**src/hdl/assert_macros.svh**
```systemverilog
// Assertion helpers for the LCS unit
`ifndef ASSERT_MACROS_SVH
`define ASSERT_MACROS_SVH
// check that an antecedent implies a consequent on the next cycle
`define ASSERT_NEXT(label, clk, rst, ante, cons, msg) \
   label: assert property (@(posedge clk) disable iff (rst) (ante) |=> (cons)) else $error(msg);
// check a condition that holds at every edge outside reset
`define ASSERT_ALWAYS(label, clk, rst, cond, msg) \
   label: assert property (@(posedge clk) disable iff (rst) (cond)) else $error(msg);
`endif

```
**src/hdl/lcs_pkg.sv**
```systemverilog
// ----------------------------------------------------------------------------
// lcs_pkg
// Shared constants and types of the LCS length and traceback unit.
// ----------------------------------------------------------------------------
`default_nettype none
package lcs_pkg;
   localparam int MAX_LEN = 64;
   localparam int IDX_W = $clog2(MAX_LEN);
   localparam int CNT_W = $clog2(MAX_LEN + 1);
   localparam int DIR_W = 2;
   localparam logic [DIR_W-1:0] DIR_DIAG = 2'd1;
   localparam logic [DIR_W-1:0] DIR_UP = 2'd2;
   localparam logic [DIR_W-1:0] DIR_LEFT = 2'd3;
   localparam int QDEPTH = 2;

   // transaction from the load front to the compute back
   typedef struct packed {
      logic [31:0] a_value;
      logic [31:0] b_value;
      logic        last;
   } pair_type;

   typedef struct packed {
      logic [31:0]      element;
      logic [CNT_W-1:0] length;
      logic             is_empty;
      logic             overflow;
      logic             end_of_run;
   } result_type;
endpackage
`default_nettype wire

```
**src/hdl/lcs_queue.sv**
```systemverilog
// ----------------------------------------------------------------------------
// lcs_queue
// Small FIFO that parts the load front from the compute back.
// ----------------------------------------------------------------------------
`default_nettype none
module lcs_queue (
   input  wire                 clock,
   input  wire                 reset,
   input  wire                 in_valid,
   output logic                in_ready,
   input  lcs_pkg::pair_type   in_data,
   output logic                out_valid,
   input  wire                 out_ready,
   output lcs_pkg::pair_type   out_data
);
   import lcs_pkg::*;
   pair_type mem_ff [QDEPTH];
   logic wp_ff, wp_in, rp_ff, rp_in;
   logic [1:0] cnt_ff, cnt_in;
   logic push, pop;

   assign in_ready = (cnt_ff != 2'(QDEPTH));
   assign out_valid = (cnt_ff != 2'd0);
   assign out_data = mem_ff[rp_ff];
   assign push = in_valid && in_ready;
   assign pop = out_valid && out_ready;

   always_comb begin
      wp_in = push ? ~wp_ff : wp_ff;
      rp_in = pop ? ~rp_ff : rp_ff;
      cnt_in = cnt_ff + 2'(push) - 2'(pop);
   end

   always_ff @(posedge clock) begin
      if (reset) begin
         wp_ff <= 1'b0;
         rp_ff <= 1'b0;
         cnt_ff <= 2'd0;
      end else begin
         wp_ff <= wp_in;
         rp_ff <= rp_in;
         cnt_ff <= cnt_in;
      end
      if (push) mem_ff[wp_ff] <= in_data;
   end
endmodule
`default_nettype wire

```
**config.mk**
```make
export PLATFORM = sky130hd
export DESIGN_NAME = lcs_queue
export DESIGN_NICKNAME = d
export VERILOG_FILES = /design/src/hdl/assert_macros.svh /design/src/hdl/lcs_pkg.sv /design/src/hdl/lcs_queue.sv
export SDC_FILE = /design/constraint.sdc
export NUM_CORES = 1
export LEC_CHECK = 0
export ABC_AREA = 1
export CAP_MARGIN = 20
export CORE_MARGIN = 1
export CORE_UTILIZATION = 54
export CTS_BUF_LIST = sky130_fd_sc_hd__clkbuf_8
export DETAILED_ROUTE_END_ITERATION = 10
export DONT_BUFFER_PORTS = 1
export GPL_TIMING_DRIVEN = 0
export MAX_ROUTING_LAYER = met4
export PLACE_DENSITY = 0.81
export SKIP_LAST_GASP = 1
export SYNTH_ARGS = -nofsm -noshare
export SYNTH_HDL_FRONTEND = slang
export SYNTH_SLANG_ARGS = --single-unit
```
**constraint.sdc**
```tcl
create_clock -name clock -period 3.5 [get_ports clock]
set_input_delay 0.525 -clock clock [delete_from_list [all_inputs] [get_ports clock]]
set_output_delay 0.525 -clock clock [all_outputs]
set_load 0.02 [all_outputs]
```
* Word-level counts from Yosys, hierarchy flattened *
Memory sizes are Yosys's and may differ from the RTL's. A register that Yosys moved wholly into a read port is not among the register bits.
Index checks and enable logic that the tools add are counted.

word-level totals
  bits in registers = 4
  logic and storage cells = 16
  memories = 1
  memory bits (writable) = 130
  input port bits = 69

memories
  name    depth  width  rd ports  clocked after Yosys merged registers in  write ports  line             source
  mem_ff  2      65     1         1                                        1            lcs_queue.sv:17  pair_type mem_ff [QDEPTH];

operators by class
  bitwise gates (word level) = 2
  equality and inequality tests = 1
  reduce and logical (&&, ||, !) cells = 3
  mux-type cells = 4
  $add $sub $neg = 2

operator list
  cell                                          count
  two-way mux 1 bit                             4
  adder 2 x 1 -> 2 bit                          1
  logical AND 1 bit                             2
  inequality test 2 bit, second input constant  1
  NOT 1 bit                                     2
  nonzero test 2 bit                            1
  subtractor 2 x 1 -> 2 bit                     1

* Longest topological paths before layout *
  depth after elaboration = 4
  depth in mapped cells = 11
  mapped depth without buffers = 11

* Worst setup path after synthesis *
No wires, ideal clock.

  kind = reg2reg
  start = reg cnt_ff[0]
  end = mem mem_ff[0][0] (netlist name), enable pin
  arrival = 3.426 ns
  period minus slack after synthesis = 3.914 ns
  setup slack = -0.414 ns
  stages on the path, launching flop included = 5
  required time = 3.012 ns
  buffers on the path = 0
  setup time = 0.488 ns
  path through = dfxtp_1 inv_1 nand2_1 nand2_1 nor2_1

on the way
  longest elaborated chain between the ends = 4

RTL lines
  element                                  line             source
  from (decl)                              lcs_queue.sv:19  logic [1:0] cnt_ff, cnt_in;
  from (signal assigned)                   lcs_queue.sv:42  cnt_ff <= cnt_in;
  inequality test 2 bit                    lcs_queue.sv:22  assign in_ready = (cnt_ff != 2'(QDEPTH));
  net in_ready                             lcs_queue.sv:10  output logic in_ready,
  logical AND 1 bit                        lcs_queue.sv:25  assign push = in_valid && in_ready;
  two-way mux 1 bit                        lcs_queue.sv:44  if (push) mem_ff[wp_ff] <= in_data;
  two-way mux 1 bit (implied by the code)  lcs_queue.sv:44
  to (decl)                                lcs_queue.sv:17

The timed path passes the listed nets, and every way through them passes these cells.

* Final worst setup path *
  start = reg cnt_ff[0]
  end = mem mem_ff[0][50] (netlist name), enable pin

Same word-level chain as after synthesis.

==> impl_metrics.csv <==
group,metric,value,unit
synth,synth_area_leaders,"edfxtp_1 76%, mux2_4 15%, mux2_2 3.3%, dfxtp_1 1.9%, buf_6 1.3%",
grt,grt_pass1_wl,11470,um
timing,worstMarginPinSlew,640.0,ps
synth,synth_cell_types,12,
floorplan,start_util,55.63,%
floorplan,fp.dieW,99.56,um
clocking,postCtsHoldBufs,0,
pwr,leakagePower,0.002060,uW
synth,yosysSeqAreaShare,77.90,%
synth,syn_area,5140,sq um
clocking,ctsResizeCount,0,
drt,vias,2088,
place,io_buffers,0,
timing,skew,9.551,ps
timing,finalMaxSlewViolations,0,
drt,top_layer_used,"met4",
synth,yosysWarnings,0,
pwr,max-vdd-ir-drop,0.4999,mV
grt,grt_max_degree,38,
timing,rsz0062_at_grt,"false",
grt,antenna_found_initial,0,
synth,ys_ff_latch,135,
synth,synth_cells,239,
timing,hold_violations,0,
drt,drtIter0Drc,72,
clocking,cts_setup_buffers,0,
final_layout,drive_gt1_share,39.42,%
setup_path,cp_max_fo,31,
drt,wl_met3,546,um
synth,yosysTopAreaCellShare,75.95,%
synth,syn_area_per_cell,21.51,sq um
drt,wl_met1,2673,um
synth,yosysMostFrequentCell,"edfxtp_1",
clocking,root_buffer,"clkbuf_8",
outcome,run_status,"finished clean",
final_layout,num_antenna_cells,0,
clocking,cts_made_buffers,17,
grt,overflow,0,
floorplan,io_pins,136,
floorplan,dieHeight,99.56,um
setup_path,endpoint_kind,"flip-flop",
pwr,powerDensity,793.6,nW/um^2
floorplan,fp.coreArea,9240,sq um
final_layout,synthToLayoutAreaGrowth,12.90,%
final_layout,final_util,62.80,%
timing,period_needed,2102,ps
drt,routedWlPerCell,19.01,um
final_layout,fin_nets,332,
clocking,clock_latency,410,ps
timing,setup_viol,0,
setup_path,cp.required,3600,ps
clocking,path_clk_slew,70,ps
drt,first_pass_iters,4,
grt,grt_pass1_vias,2179,
floorplan,die_area,9912,sq um
synth,synth_nets,310,
timing,max_slew_margin,57.27,%
setup_path,critPathKind,"reg2reg",
synth,yosys.area.top_type,"edfxtp_1",
floorplan,rows,35,
synth,ys_top_cells_by_count,"130 x edfxtp_1, 50 x mux2_4, 15 x mux2_2",
timing,fin_crit_sh,60.06,%
grt,grt.total_usage,16.64,%
timing,maxClockFrequency,475.7,MHz
place,hpwl,5123,um
synth,synth_edf_count,130,
synth,synthArstFlopShare,0,%
timing,tns,0,ps
clocking,cts_tree,"done",
setup_path,cp-start-kind,"flip-flop",
drt,vias_per_cell,5.181,
clocking,cts_buffer_depth,2,
synth,ys.flop_type,"edfxtp_1",
min_path,hp-class,"in2reg",
clocking,htreeDepth,4,
clocking,cts_sinks,135,
drt,route.met2.wl,4403,um
flow_run,drv_cap,0,
timing,hold-worst-slack,188.2,ps
drt,ant_nets,0,
setup_path,arrival,2200,ps
drt,drc,0,
pwr,finalPower,4605,uW
drt,wl,7660,um
place,gp_congestion,0.5996,
state kept, by name, summed over array words and instances, names as in the netlist, named ones only:
signal / cells
cnt_ff: 2
mem_ff: 130
rp_ff: 1
wp_ff: 1
cell type report:
| type | instances | area [sq um] |
|---|---|---|
| plain buffers | 7 | 72.57 |
| well taps | 129 | 161.4 |
| fillers | 646 | 3437 |
| multi-input cells | 89 | 1041 |
| flip-flops and latches | 135 | 4004 |
| repair buffers | 3 | 67.56 |
| inverters | 8 | 30.03 |
| clock buffers | 17 | 234.0 |
| clock inverters | 15 | 192.7 |
metal layers:
layer / vias up / GRT usage, %
li1: 965 / -
met1: 1042 / 16.99
met2: 79 / 28.26
met3: 2 / 8.011
met4: 0 / 5.090
met5: - / -
final timing paths:
kind                                           start                      end  slack (ps)  depth (start not counted)
worst max-delay path            cnt_ff[0]$_SDFF_PP0_  mem_ff[0][50]$_DFFE_PP_        1400                          6
worst max register to register  cnt_ff[0]$_SDFF_PP0_  mem_ff[0][50]$_DFFE_PP_        1400                          6
worst min-delay path                           reset     cnt_ff[0]$_SDFF_PP0_         190                          1
worst min register to register    rp_ff$_SDFFE_PP0P_       rp_ff$_SDFFE_PP0P_         530                          2
cell usage in the layout, fill, tap and decap left out, types with 2 or more instances in the layout:
cell / synthesis / routed
inv_1: 8 / 8
inv_8: 0 / 3
mux2_2: 15 / 15
bufinv_16: 0 / 3
buf_12: 0 / 2
nor2_1: 9 / 8
clkbuf_8: 0 / 17
a21oi_1: 2 / 2
inv_6: 0 / 4
ha_1: 2 / 2
nand2_1: 8 / 8
dfxtp_1: 5 / 5
edfxtp_1: 130 / 130
nand3_1: 3 / 3
buf_6: 6 / 6
clkinv_4: 0 / 2
mux2_4: 50 / 50
through the flow:
step	area, sq um	instances	setup WS, ps
final	5803	403	1398
after global routing	5803	403	1224
after CTS	5803	403	1347
after detailed placement	5376	371	1373
after global placement	5304	368	-230.4
after floorplan	5142	239	666.5
worst max-delay path: stages, from the launching register on:
cell and delay (ps):
dfxtp_1 380, inv_1 80, nand2_1 240, nand2_1 170
nor2_4 470, buf_16 240, buf_12 220
kinds of logic after synthesis:
kind of cell             synth area share (%)
AO/OA/AOI/OAI                          0.1947
adder cells (fa/ha/maj)                0.4868
buffers and inverters                   1.996
flip-flops                              77.90
multiplexers                            17.89
AND/OR/NAND/NOR                         1.533
where the power goes:
| group | leakage [uW] | switching [uW] | internal, uW |
|---|---|---|---|
| logic | 0.000587 | 710 | 455 |
| clock network | 0.000219 | 609 | 727 |
| registers | 0.00126 | 63.3 | 2040 |
Power figures use the tool's default switching activity.
